**config.mk**
```make
export PLATFORM = sky130hd
export DESIGN_NAME = sorted_priority_queue_top
export DESIGN_NICKNAME = d
export VERILOG_FILES = /design/src/spq_pkg.sv /design/src/spq_cell.sv /design/src/sorted_priority_queue_top.sv
export SDC_FILE = /design/constraint.sdc
export NUM_CORES = 1
export LEC_CHECK = 0
export ABC_AREA = 1
export BUFFER_PORTS_ARGS = -buffer_cell sky130_fd_sc_hd__clkbuf_2
export CAP_MARGIN = 5
export CORE_AREA = 2 2 202 204
export CTS_CLUSTER_SIZE = 28
export DETAILED_ROUTE_END_ITERATION = 6
export DIE_AREA = 0 0 204 206
export PLACE_DENSITY_LB_ADDON = 0.08
export SLEW_MARGIN = 20
export SYNTH_ARGS = -nofsm -noshare
export SYNTH_HDL_FRONTEND = slang
export SYNTH_SLANG_ARGS = --single-unit
```
**constraint.sdc**
```tcl
create_clock -name clk_i -period 3.4 [get_ports clk_i]
set_clock_uncertainty 0.2 [all_clocks]
set_input_delay 0.34 -clock clk_i [delete_from_list [all_inputs] [get_ports clk_i]]
set_output_delay 0.34 -clock clk_i [all_outputs]
set_load 0.02 [all_outputs]
```
**src/spq_pkg.sv**
```systemverilog
// Shared types and constants for the sorted priority queue.
package spq_pkg;

  localparam int unsigned QueueDepthDef = 16;
  localparam int unsigned KeyWidthDef   = 16;

  // Fixed widths of the stream fields.
  localparam int unsigned KeyPortW  = 16;
  localparam int unsigned TotalW    = 5;
  localparam int unsigned InDataW   = 16;
  localparam int unsigned OutDataW  = 24;

  // Bit positions in the result tdata.
  localparam int unsigned FrontLsb  = 0;
  localparam int unsigned TotalLsb  = FrontLsb + KeyPortW;
  localparam int unsigned EmptyBit  = TotalLsb + TotalW;
  localparam int unsigned ErrorBit  = EmptyBit + 1;

  typedef enum logic {
    CmdInsert = 1'b0,
    CmdRemove = 1'b1
  } cmd_e;

  // Per-cycle command broadcast to every cell of the chain.
  typedef struct packed {
    logic ins;
    logic rem;
  } cell_ctrl_t;

endpackage

```
**src/spq_cell.sv**
```systemverilog
// One slot of the sorted chain: holds a key and trades it with its neighbors.
module spq_cell #(
  parameter int unsigned KEY_WIDTH = spq_pkg::KeyWidthDef,
  parameter int unsigned CNT_W     = 5,
  parameter int unsigned IDX       = 0
) (
  input  logic                    clk_i,
  input  spq_pkg::cell_ctrl_t     ctrl_i,
  input  logic [KEY_WIDTH-1:0]    new_key_i,
  input  logic [CNT_W-1:0]        count_i,
  input  logic [KEY_WIDTH-1:0]    prev_key_i,
  input  logic                    prev_after_i,
  input  logic [KEY_WIDTH-1:0]    next_key_i,
  output logic [KEY_WIDTH-1:0]    key_o,
  output logic                    after_o,
  output logic [KEY_WIDTH-1:0]    key_d_o
);

  logic [KEY_WIDTH-1:0] key_q, key_d;
  logic                 occupied;

  assign occupied = count_i > CNT_W'(IDX);

  // This slot sits at or after the insert point unless it holds a smaller key.
  assign after_o = !(occupied && (key_q < new_key_i));

  always_comb begin
    key_d = key_q;
    if (ctrl_i.ins) begin
      if (prev_after_i) begin
        key_d = prev_key_i;
      end else if (after_o) begin
        key_d = new_key_i;
      end
    end else if (ctrl_i.rem) begin
      key_d = next_key_i;
    end
  end

  always_ff @(posedge clk_i) begin
    key_q <= key_d;
  end

  assign key_o   = key_q;
  assign key_d_o = key_d;

endmodule

```
**src/sorted_priority_queue_top.sv**
```systemverilog
// Top level of the sorted priority queue built as a chain of key cells.
// A min-priority queue of up to QUEUE_DEPTH keys kept in ascending order in a row
// of identical cells. Each input transfer carries a command in s_axis_tuser (insert
// or remove smallest) and a key in s_axis_tdata. Every accepted transfer yields one
// result transfer with the smallest key (0 when empty), the key count, an empty flag
// and an error flag; an insert when full or a remove when empty raises the error
// flag and leaves the queue unchanged. For each item, every cell compares its key
// with the incoming one and picks its next value from itself, its left neighbor or
// the new key (insert), or from its right neighbor (remove), so the whole chain
// updates in the same cycle. The result lands in an output register in the cycle
// after acceptance; a new item is taken while that register is empty or being
// drained, giving one item per cycle under no back-pressure. Equal keys: a new key
// goes ahead of stored keys equal to it. Key storage has no reset; only slots below
// the count are ever shown.
module sorted_priority_queue_top #(
  parameter int unsigned QUEUE_DEPTH = spq_pkg::QueueDepthDef,
  parameter int unsigned KEY_WIDTH   = spq_pkg::KeyWidthDef
) (
  input  logic                          clk_i,
  input  logic                          rst_ni,
  input  logic                          s_axis_tvalid,
  output logic                          s_axis_tready,
  input  logic [spq_pkg::InDataW-1:0]   s_axis_tdata,   // [15:0] key_value
  input  logic                          s_axis_tuser,   // [0] command
  output logic                          m_axis_tvalid,
  input  logic                          m_axis_tready,
  output logic [spq_pkg::OutDataW-1:0]  m_axis_tdata    // [15:0] front_key,
                                                        // [20:16] entry_total,
                                                        // [21] is_empty,
                                                        // [22] op_error, [23] zero
);

  localparam int unsigned CntW = $clog2(QUEUE_DEPTH + 1);

  logic [CntW-1:0]      count_q, count_d;
  logic                 accept, is_full, is_zero, op_err;
  spq_pkg::cmd_e        cmd;
  spq_pkg::cell_ctrl_t  ctrl;
  logic [KEY_WIDTH-1:0] new_key;

  logic [KEY_WIDTH+spq_pkg::KeyPortW-1:0] key_in_wide;
  logic [KEY_WIDTH+spq_pkg::KeyPortW-1:0] key_out_wide;
  logic [CntW+spq_pkg::TotalW-1:0]        total_wide;

  logic [KEY_WIDTH-1:0] cell_key   [QUEUE_DEPTH];
  logic [KEY_WIDTH-1:0] cell_key_d [QUEUE_DEPTH];
  logic [QUEUE_DEPTH-1:0] cell_after;

  logic                         m_valid_q;
  logic [spq_pkg::OutDataW-1:0] m_data_q, m_data_d;
  logic [spq_pkg::KeyPortW-1:0] front_key;
  logic [spq_pkg::TotalW-1:0]   entry_total;

  // Take a new item whenever the result register is free or draining.
  assign s_axis_tready = !m_valid_q || m_axis_tready;
  assign accept        = s_axis_tvalid && s_axis_tready;
  assign cmd           = spq_pkg::cmd_e'(s_axis_tuser);

  // Fit the port key to the internal key width (mask or zero-extend).
  assign key_in_wide = {{KEY_WIDTH{1'b0}}, s_axis_tdata[spq_pkg::KeyPortW-1:0]};
  assign new_key     = key_in_wide[KEY_WIDTH-1:0];

  assign is_full = count_q == CntW'(QUEUE_DEPTH);
  assign is_zero = count_q == '0;
  assign op_err  = (cmd == spq_pkg::CmdInsert) ? is_full : is_zero;

  // Broadcast the command to the chain only when it will really change state.
  assign ctrl.ins = accept && (cmd == spq_pkg::CmdInsert) && !is_full;
  assign ctrl.rem = accept && (cmd == spq_pkg::CmdRemove) && !is_zero;

  always_comb begin
    count_d = count_q;
    if (ctrl.ins) begin
      count_d = count_q + CntW'(1);
    end else if (ctrl.rem) begin
      count_d = count_q - CntW'(1);
    end
  end

  for (genvar i = 0; i < QUEUE_DEPTH; i++) begin : g_cell
    logic [KEY_WIDTH-1:0] prev_key, next_key;
    logic                 prev_after;

    if (i == 0) begin : g_head
      assign prev_key   = new_key;
      assign prev_after = 1'b0;
    end else begin : g_mid
      assign prev_key   = cell_key[i-1];
      assign prev_after = cell_after[i-1];
    end

    if (i == QUEUE_DEPTH - 1) begin : g_tail
      assign next_key = cell_key[i];
    end else begin : g_body
      assign next_key = cell_key[i+1];
    end

    spq_cell #(
      .KEY_WIDTH (KEY_WIDTH),
      .CNT_W     (CntW),
      .IDX       (i)
    ) u_cell (
      .clk_i        (clk_i),
      .ctrl_i       (ctrl),
      .new_key_i    (new_key),
      .count_i      (count_q),
      .prev_key_i   (prev_key),
      .prev_after_i (prev_after),
      .next_key_i   (next_key),
      .key_o        (cell_key[i]),
      .after_o      (cell_after[i]),
      .key_d_o      (cell_key_d[i])
    );
  end

  // Build the result from the head cell's next value and the next count.
  assign key_out_wide = {{spq_pkg::KeyPortW{1'b0}}, cell_key_d[0]};
  assign total_wide   = {{spq_pkg::TotalW{1'b0}}, count_d};
  assign front_key    = (count_d != '0) ? key_out_wide[spq_pkg::KeyPortW-1:0] : '0;
  assign entry_total  = total_wide[spq_pkg::TotalW-1:0];

  always_comb begin
    m_data_d = '0;
    m_data_d[spq_pkg::FrontLsb +: spq_pkg::KeyPortW] = front_key;
    m_data_d[spq_pkg::TotalLsb +: spq_pkg::TotalW]   = entry_total;
    m_data_d[spq_pkg::EmptyBit]                      = count_d == '0;
    m_data_d[spq_pkg::ErrorBit]                      = op_err;
  end

  always_ff @(posedge clk_i or negedge rst_ni) begin
    if (!rst_ni) begin
      count_q   <= '0;
      m_valid_q <= 1'b0;
    end else begin
      count_q <= count_d;
      if (accept) begin
        m_valid_q <= 1'b1;
      end else if (m_axis_tready) begin
        m_valid_q <= 1'b0;
      end
    end
  end

  // Hold the result payload until a new item replaces it.
  always_ff @(posedge clk_i) begin
    if (accept) begin
      m_data_q <= m_data_d;
    end
  end

  assign m_axis_tvalid = m_valid_q;
  assign m_axis_tdata  = m_data_q;

endmodule

```
==> results of run 1 <==
[per-stage QoR]
stage | std cells | worst slack [ns] | hold slack (ns) | total power [mW] | util
after floorplan | 2813 | 0.116 | -0.156 | 10.4 | -
after global placement | 3343 | 0.414 | -0.0255 | 12.2 | 0.569
after detailed placement | 3343 | 0.376 | -0.0265 | 12.5 | 0.569
after CTS | 3430 | 0.363 | 0.0264 | 16.5 | 0.603
after global routing | 3430 | 0.125 | 0.0612 | 17.6 | 0.603
final | 3430 | 0.303 | 0.0507 | 16.5 | 0.603
[worst max-delay path, delay by kind of cell (launching register included)]
| family | cells | cell delay, ns |
|---|---|---|
| fa+ha+maj | 1 | 0.26 |
| flops | 1 | 0.48 |
| simple gates | 4 | 0.78 |
| buf+inv | 4 | 1.03 |
[cell usage in the layout, fill, tap and decap left out, types with 15 or more instances in the layout]
master	instances
nor3_1	16
nor2_2	16
clkbuf_16	38
buf_4	78
dfxtp_1	16
nor2_1	79
dlygate4sd3_1	20
nand4_1	220
edfxtp_1	263
nand2_2	15
ha_1	246
inv_1	317
nand3_1	265
o21ai_0	67
nand2_1	915
a21oi_1	150
buf_12	15
clkbuf_2	45
[registers in the layout, summed over array words and instances, names as in the netlist]
signal and count:
g_cell.u_cell.key_o 256, m_axis_tdata 23, count_q 5, m_axis_tvalid 1
[how the worst max path moves through the flow]
| stage | slack [ns] | to | cells after the start | startpoint |
|---|---|---|---|---|
| after floorplan | 0.12 | g_cell[10].u_cell.key_o[0] | 12 | s_axis_tdata[13] |
| after global placement | 0.41 | g_cell[6].u_cell.key_o[8] | 12 | s_axis_tdata[5] |
| after detailed placement | 0.38 | g_cell[9].u_cell.key_o[0] | 9 | count_q[0] |
| after CTS | 0.36 | g_cell[9].u_cell.key_o[3] | 9 | count_q[0] |
| after global routing | 0.13 | g_cell[10].u_cell.key_o[12] | 14 | s_axis_tdata[5] |
| final | 0.30 | g_cell[9].u_cell.key_o[3] | 9 | count_q[1] |
[cell families (layout without fill, tap and decap cells)]
group | Yosys count | count (layout)
other | 1 | 1
and+or+nand+nor | 1547 | 1547
adders and majority gates | 246 | 246
AOI/OAI and AO/OA | 263 | 263
xor gates and xnor gates | 3 | 3
buffers and inverters | 468 | 553
DFF | 285 | 285
[power by group through the flow]
stage	logic [mW]	registers [mW]	clock network (mW)
floorplan	4.95	5.41	0
global placement	6.66	5.58	0
detailed placement	6.90	5.60	0
CTS	6.96	5.53	3.96
global route	7.95	5.62	4.08
finish	7.04	5.55	3.91
[timing repair]
action / 4_1_cts / 5_1_grt
hold buffers: 20 / 0
hold endpoints to repair: 38 / 0
resized for setup: 0 / 0
[area by class of cell]
| type | instances | area, um2 | area share |
|---|---|---|---|
| Sequential cell | 285 | 8370 | 0.345 |
| Clock inverter | 19 | 156 | 0.00645 |
| Tap cell | 532 | 666 | 0.0275 |
| Timing Repair Buffer | 160 | 1330 | 0.0550 |
| Clock buffer | 48 | 1020 | 0.0420 |
| Inverter | 326 | 1230 | 0.0506 |
| Multi-Input combinational cell | 2060 | 11500 | 0.473 |
[metal layers]
metal	vias up	wire length (um)	track usage
li1	9686	-	-
met1	9746	27300	0.407
met2	768	32000	0.545
met3	133	4580	0.0509
met4	0	1630	0.0965
met5	-	0	0
==> flow_metrics.py, run 1 <==
metrics = {
    "synth": {
        "synthSimpleGateAreaFrac": 0.318,
        "synth_flop_cell": "edfxtp_1",
        "synth_top_family_by_area": "simple AND/OR/NAND/NOR gates",
        "synth_compound_area_frac": 0.0666,
        "synthTopCellsByArea": "edfxtp_1 36%, nand2_1 16%, ha_1 14%",
        "ys_ff_latch": 285,
        "syn_nets": 3080,
        "synthXorXnorAreaFrac": 0.00121,
        "synth.top_cell.area_share": 0.365,
        "synthAdderAreaFrac": 0.142,
        "yosysMostFrequentCell": "nand2_1",
        "synth_area_leader_cell": "edfxtp_1",
        "synth_area_um2": 21600,
        "synth_mux_area_frac": 0,
        "synth_edf_count": 263,
        "synth_warnings": 0,
        "ys_seq_area_frac": 0.387,
        "async_flop_share": 0.0211,
        "syn_inst": 2813,
        "synth_commonest_cells": "915 x nand2_1, 317 x inv_1, 265 x nand3_1",
        "syn_avg_cell_area_um2": 7.70,
        "synth_cell_type_count": 40,
    },
    "critical_path": {
        "critPathKind": "reg -> reg",
        "path_cells": "inv_1 > ha_1 > nand3_1 > nand3_4 > nand2_1 > inv_1 > buf_4 > nor2_2 > buf_4",
        "critical_path_required_ns": 3.44,
        "start_kind": "flip-flop",
        "cpMaxStageDelayCell": "dfrtp_1",
        "ff2ff_setup_slack_ns": 0.30,
        "critPathCaptureType": "flip-flop",
        "r2r_start": "count_q[1]",
        "cp_slowest_stage_delay_ns": 0.48,
        "rr_worst_depth": 9,
        "crit_arrival_ns": 3.14,
        "worstPathMaxFanout": 12,
        "r2r_end": "g_cell[9].u_cell.key_o[3]",
    },
    "floorplan": {
        "coreArea_um2": 40200,
        "dieWidth_um": 204,
        "die-height_um": 206,
        "pin_count": 47,
        "rows": 74,
        "die_area_um2": 42000,
        "start_util": 0.539,
    },
    "sta": {
        "relSlewSlack": 0.421,
        "rsz0062_at_grt": "false",
        "period_minus_slack_ns": 3.10,
        "finalCritPeriodShare": 0.911,
        "drv_slew": 0,
        "final_hold_viol_count": 0,
        "max_freq_mhz": 323,
        "finalSetupViolations": 0,
        "setup_tns_ns": 0,
        "worst_slew_pin_slew_ns": 0.867,
    },
    "placed_design": {
        "dpl.hpwl_mm": 46.1,
        "placed_cell_area_um2": 22900,
        "placement.io_buffers": 45,
        "gp_congestion": 0.920,
    },
    "power_and_ir_drop": {
        "netSwitchingFraction": 0.426,
        "p_seq_frac": 0.336,
        "power.internal_mw": 9.47,
        "powerDensity_nw_per_um2": 680,
        "clkPwrFrac": 0.237,
        "p_switching_mw": 7.02,
        "comb_power_share": 0.427,
        "ir_worst_vdd_mv": 0.362,
        "power.leakage_nw": 12.0,
    },
    "global_route": {
        "grt_pass1_vias": 19700,
        "grt_use_total": 0.316,
        "grt_overflow": 0,
        "grt_max_degree": 105,
        "grt_antenna_before_repair": 0,
        "grt_pass1_wl_mm": 105,
    },
    "cts": {
        "cts_buffers": 37,
        "clk_path_buf_depth": 3,
        "cts_tree": "built",
        "cts_setup_buffers": 0,
        "path_clk_slew_ns": 0.06,
        "clock-sinks": 285,
        "cts-root-buf": "clkbuf_16",
        "clk_latency_ns": 0.55,
        "h-tree-depth": 2,
    },
    "detailed_routing": {
        "drt_wl_total_mm": 65.6,
        "viasPerCell": 5.93,
        "wire_per_inst_um": 19.1,
        "dr.first_iter.drc_count": 1674,
        "remaining_drc_errors": 0,
        "dr_total_vias": 20300,
        "dr.pass1.iters": 5,
        "drtAntennaViolNets": 0,
    },
    "finish": {
        "diodes": 0,
        "layout-drive-gt1-share": 0.0897,
        "nets": 3137,
        "syn_to_final_growth_pct": 12.0,
        "stdcell_area_um2": 24200,
        "nFillCells": 3695,
    },
    "min_path": {
        "holdPathEnd": "m_axis_tdata[22]",
        "whs_path_depth": 3,
        "min-delay-path-class": "in -> reg",
        "hold_start": "s_axis_tuser",
    },
    "job": {
        "maxCapViolCount": 0,
    },
    "status": {
        "status": "finished clean",
    },
}
Power figures use the tool's default switching activity.
==> inputs of run 2 (changes only) <==
--- a/config.mk
+++ b/config.mk
@@ -8,10 +8,10 @@
 export ABC_AREA = 1
 export BUFFER_PORTS_ARGS = -buffer_cell sky130_fd_sc_hd__clkbuf_2
 export CAP_MARGIN = 5
-export CORE_AREA = 2 2 202 204
+export CORE_AREA = 2 2 241 171
 export CTS_CLUSTER_SIZE = 28
 export DETAILED_ROUTE_END_ITERATION = 6
-export DIE_AREA = 0 0 204 206
+export DIE_AREA = 0 0 243 173
 export PLACE_DENSITY_LB_ADDON = 0.08
 export SLEW_MARGIN = 20
 export SYNTH_ARGS = -nofsm -noshare
==> run 2 against run 1 <==
Wire length is 0.23% higher. Sequential power barely moved. Largest power group unchanged. Largest cell class unchanged. Clock power decreased by 9.0%. Worst setup slack worse by 0.085 ns. Sequential share of layout area grew 0.059 points. Worst hold slack lost 0.022 ns.
==> flow_metrics.py, run 2 (synthesized netlist as in run 1, its figures left out) <==
metrics = {
    "sta": {
        "period_minus_slack_ns": 3.18,
        "rsz0062_at_grt": "false",
        "worst_slew_pin_slew_ns": 0.819,
        "relSlewSlack": 0.453,
        "drv_slew": 0,
        "final_hold_viol_count": 0,
        "finalSetupViolations": 0,
        "setup_tns_ns": 0,
        "max_freq_mhz": 314,
        "finalCritPeriodShare": 0.936,
        "worst_hold_slack_ns": 0.0285,
    },
    "cts": {
        "clk_latency_ns": 0.53,
        "cts_tree": "built",
        "clock-sinks": 285,
        "cts_setup_buffers": 0,
        "clk_path_buf_depth": 3,
        "path_clk_slew_ns": 0.06,
        "h-tree-depth": 2,
        "cts.repair.resized": 0,
        "cts_buffers": 34,
        "cts-root-buf": "clkbuf_16",
    },
    "floorplan": {
        "die_area_um2": 42000,
        "rows": 61,
        "pin_count": 47,
        "coreArea_um2": 39500,
        "start_util": 0.548,
        "dieWidth_um": 243,
        "die-height_um": 173,
    },
    "placed_design": {
        "placed_cell_area_um2": 23000,
        "gp_congestion": 0.938,
        "placement.io_buffers": 45,
        "dp_cells": 3349,
        "dpl.hpwl_mm": 46.7,
    },
    "finish": {
        "largest_reg_flops": 256,
        "nets": 3136,
        "layout-drive-gt1-share": 0.0860,
        "nFillCells": 3649,
        "final_cell_mix": "915 x nand2_1, 317 x inv_1, 265 x nand3_1, 263 x edfxtp_1, 246 x ha_1",
        "diodes": 0,
        "syn_to_final_growth_pct": 11.8,
        "final_cells": 3429,
        "stdcell_area_um2": 24200,
        "final_common_cell": "nand2_1",
    },
    "job": {
        "maxCapViolCount": 0,
    },
    "global_route": {
        "grt_overflow": 0,
        "grt_antenna_before_repair": 0,
        "grt_use_total": 0.311,
        "grt_pass1_vias": 18900,
        "grt_max_degree": 175,
        "grt_pass1_wl_mm": 105,
    },
    "critical_path": {
        "ff2ff_setup_slack_ns": 0.39,
        "critPathKind": "in -> reg",
        "worstPathMaxFanout": 28,
        "path_cells": "dlygate4sd3_1 > clkbuf_2 > inv_1 > buf_12 > ha_1 > a21oi_1 > o21ai_0 > a21oi_1 > nand3_2 > nor2_1 > nor2_2 > buf_4",
        "rr_worst_depth": 7,
        "start_kind": "input pin",
        "critPathCaptureType": "flip-flop",
        "cpMaxStageDelayCell": "dlygate4sd3_1",
        "cp_slowest_stage_delay_ns": 0.54,
        "critical_path_required_ns": 3.47,
        "crit_arrival_ns": 3.26,
        "cpMostUsedCell": "a21oi_1",
    },
    "power_and_ir_drop": {
        "clkPwrFrac": 0.220,
        "power.leakage_nw": 11.9,
        "netSwitchingFraction": 0.428,
        "powerDensity_nw_per_um2": 669,
        "p_seq_frac": 0.343,
        "ir_worst_vdd_mv": 0.610,
        "p_switching_mw": 6.93,
        "power.internal_mw": 9.27,
        "comb_power_share": 0.438,
    },
    "detailed_routing": {
        "drt_wl_total_mm": 65.7,
        "wire_per_inst_um": 19.2,
        "dr.first_iter.drc_count": 2531,
        "dr.pass1.iters": 6,
        "dr_total_vias": 20200,
        "drtAntennaViolNets": 0,
        "viasPerCell": 5.88,
        "remaining_drc_errors": 0,
    },
    "min_path": {
        "whs_path_depth": 5,
        "min-delay-path-class": "in -> reg",
    },
    "status": {
        "status": "finished clean",
    },
}
[run 2: cell types whose count changed in the layout (fill, tap and decap cells not counted), sizes merged]
cell	previous run	this run
buf	95	98
clkinv	15	13
inv	327	325
bufinv	2	1
clkbuf	93	92
dlygate4sd3	20	19
[run 2: worst max-delay path, delay by kind of cell]
family	cells	cell delay, ns
AOI/OAI and AO/OA	3	0.54
adders and majority gates	1	0.28
buffers and inverters	5	1.28
and+or+nand+nor	3	0.80
[run 2: stage by stage]
stage               worst slack [ns]  power (mW)  utilization
floorplan                      0.116        10.4            -
global placement               0.388        12.3        0.581
detailed placement             0.321        12.5        0.581
CTS                            0.333        16.1        0.612
global route                  0.0891        17.3        0.612
finish                         0.218        16.2        0.612
[run 2: power by group through the flow]
| stage | logic, mW | registers (mW) | clock network (mW) |
|---|---|---|---|
| floorplan | 4.95 | 5.41 | 0 |
| global placement | 6.74 | 5.57 | 0 |
| detailed placement | 6.92 | 5.59 | 0 |
| CTS | 6.98 | 5.52 | 3.59 |
| global route | 7.98 | 5.62 | 3.71 |
| finish | 7.09 | 5.55 | 3.56 |
[run 2: final cells by class]
type / count / area [um2] / share of cell area
Timing Repair Buffer: 162 / 1410 / 0.0584
Tap cell: 535 / 669 / 0.0277
Inverter: 326 / 1230 / 0.0507
Clock buffer: 47 / 951 / 0.0393
Clock inverter: 14 / 91.3 / 0.00377
Multi-Input combinational cell: 2060 / 11500 / 0.475
Sequential cell: 285 / 8370 / 0.346
[run 2: path summary, 6_finish.rpt]
check,start,to
setup / recovery,s_axis_tdata[15],g_cell[2].u_cell.key_o[11]
hold reg to reg,g_cell[15].u_cell.key_o[3],g_cell[14].u_cell.key_o[3]
max in group asynchronous,rst_ni,count_q[4]
setup reg to reg,count_q[0],g_cell[1].u_cell.key_o[11]
hold / removal,s_axis_tdata[0],g_cell[0].u_cell.key_o[0]
min in group asynchronous,rst_ni,count_q[3]
[run 2: what timing repair did]
item / in CTS / in global routing
setup endpoints to repair: 0 / 0
hold endpoints to repair: 30 / 0
hold buffers: 19 / 0
[run 2: metal layers]
| layer | up-vias | global-route usage | wire length (um) |
|---|---|---|---|
| li1 | 9692 | - | - |
| met1 | 9377 | 0.486 | 31200 |
| met2 | 985 | 0.435 | 26200 |
| met3 | 107 | 0.0608 | 6780 |
| met4 | 0 | 0.0772 | 1590 |
| met5 | - | 0 | 0 |
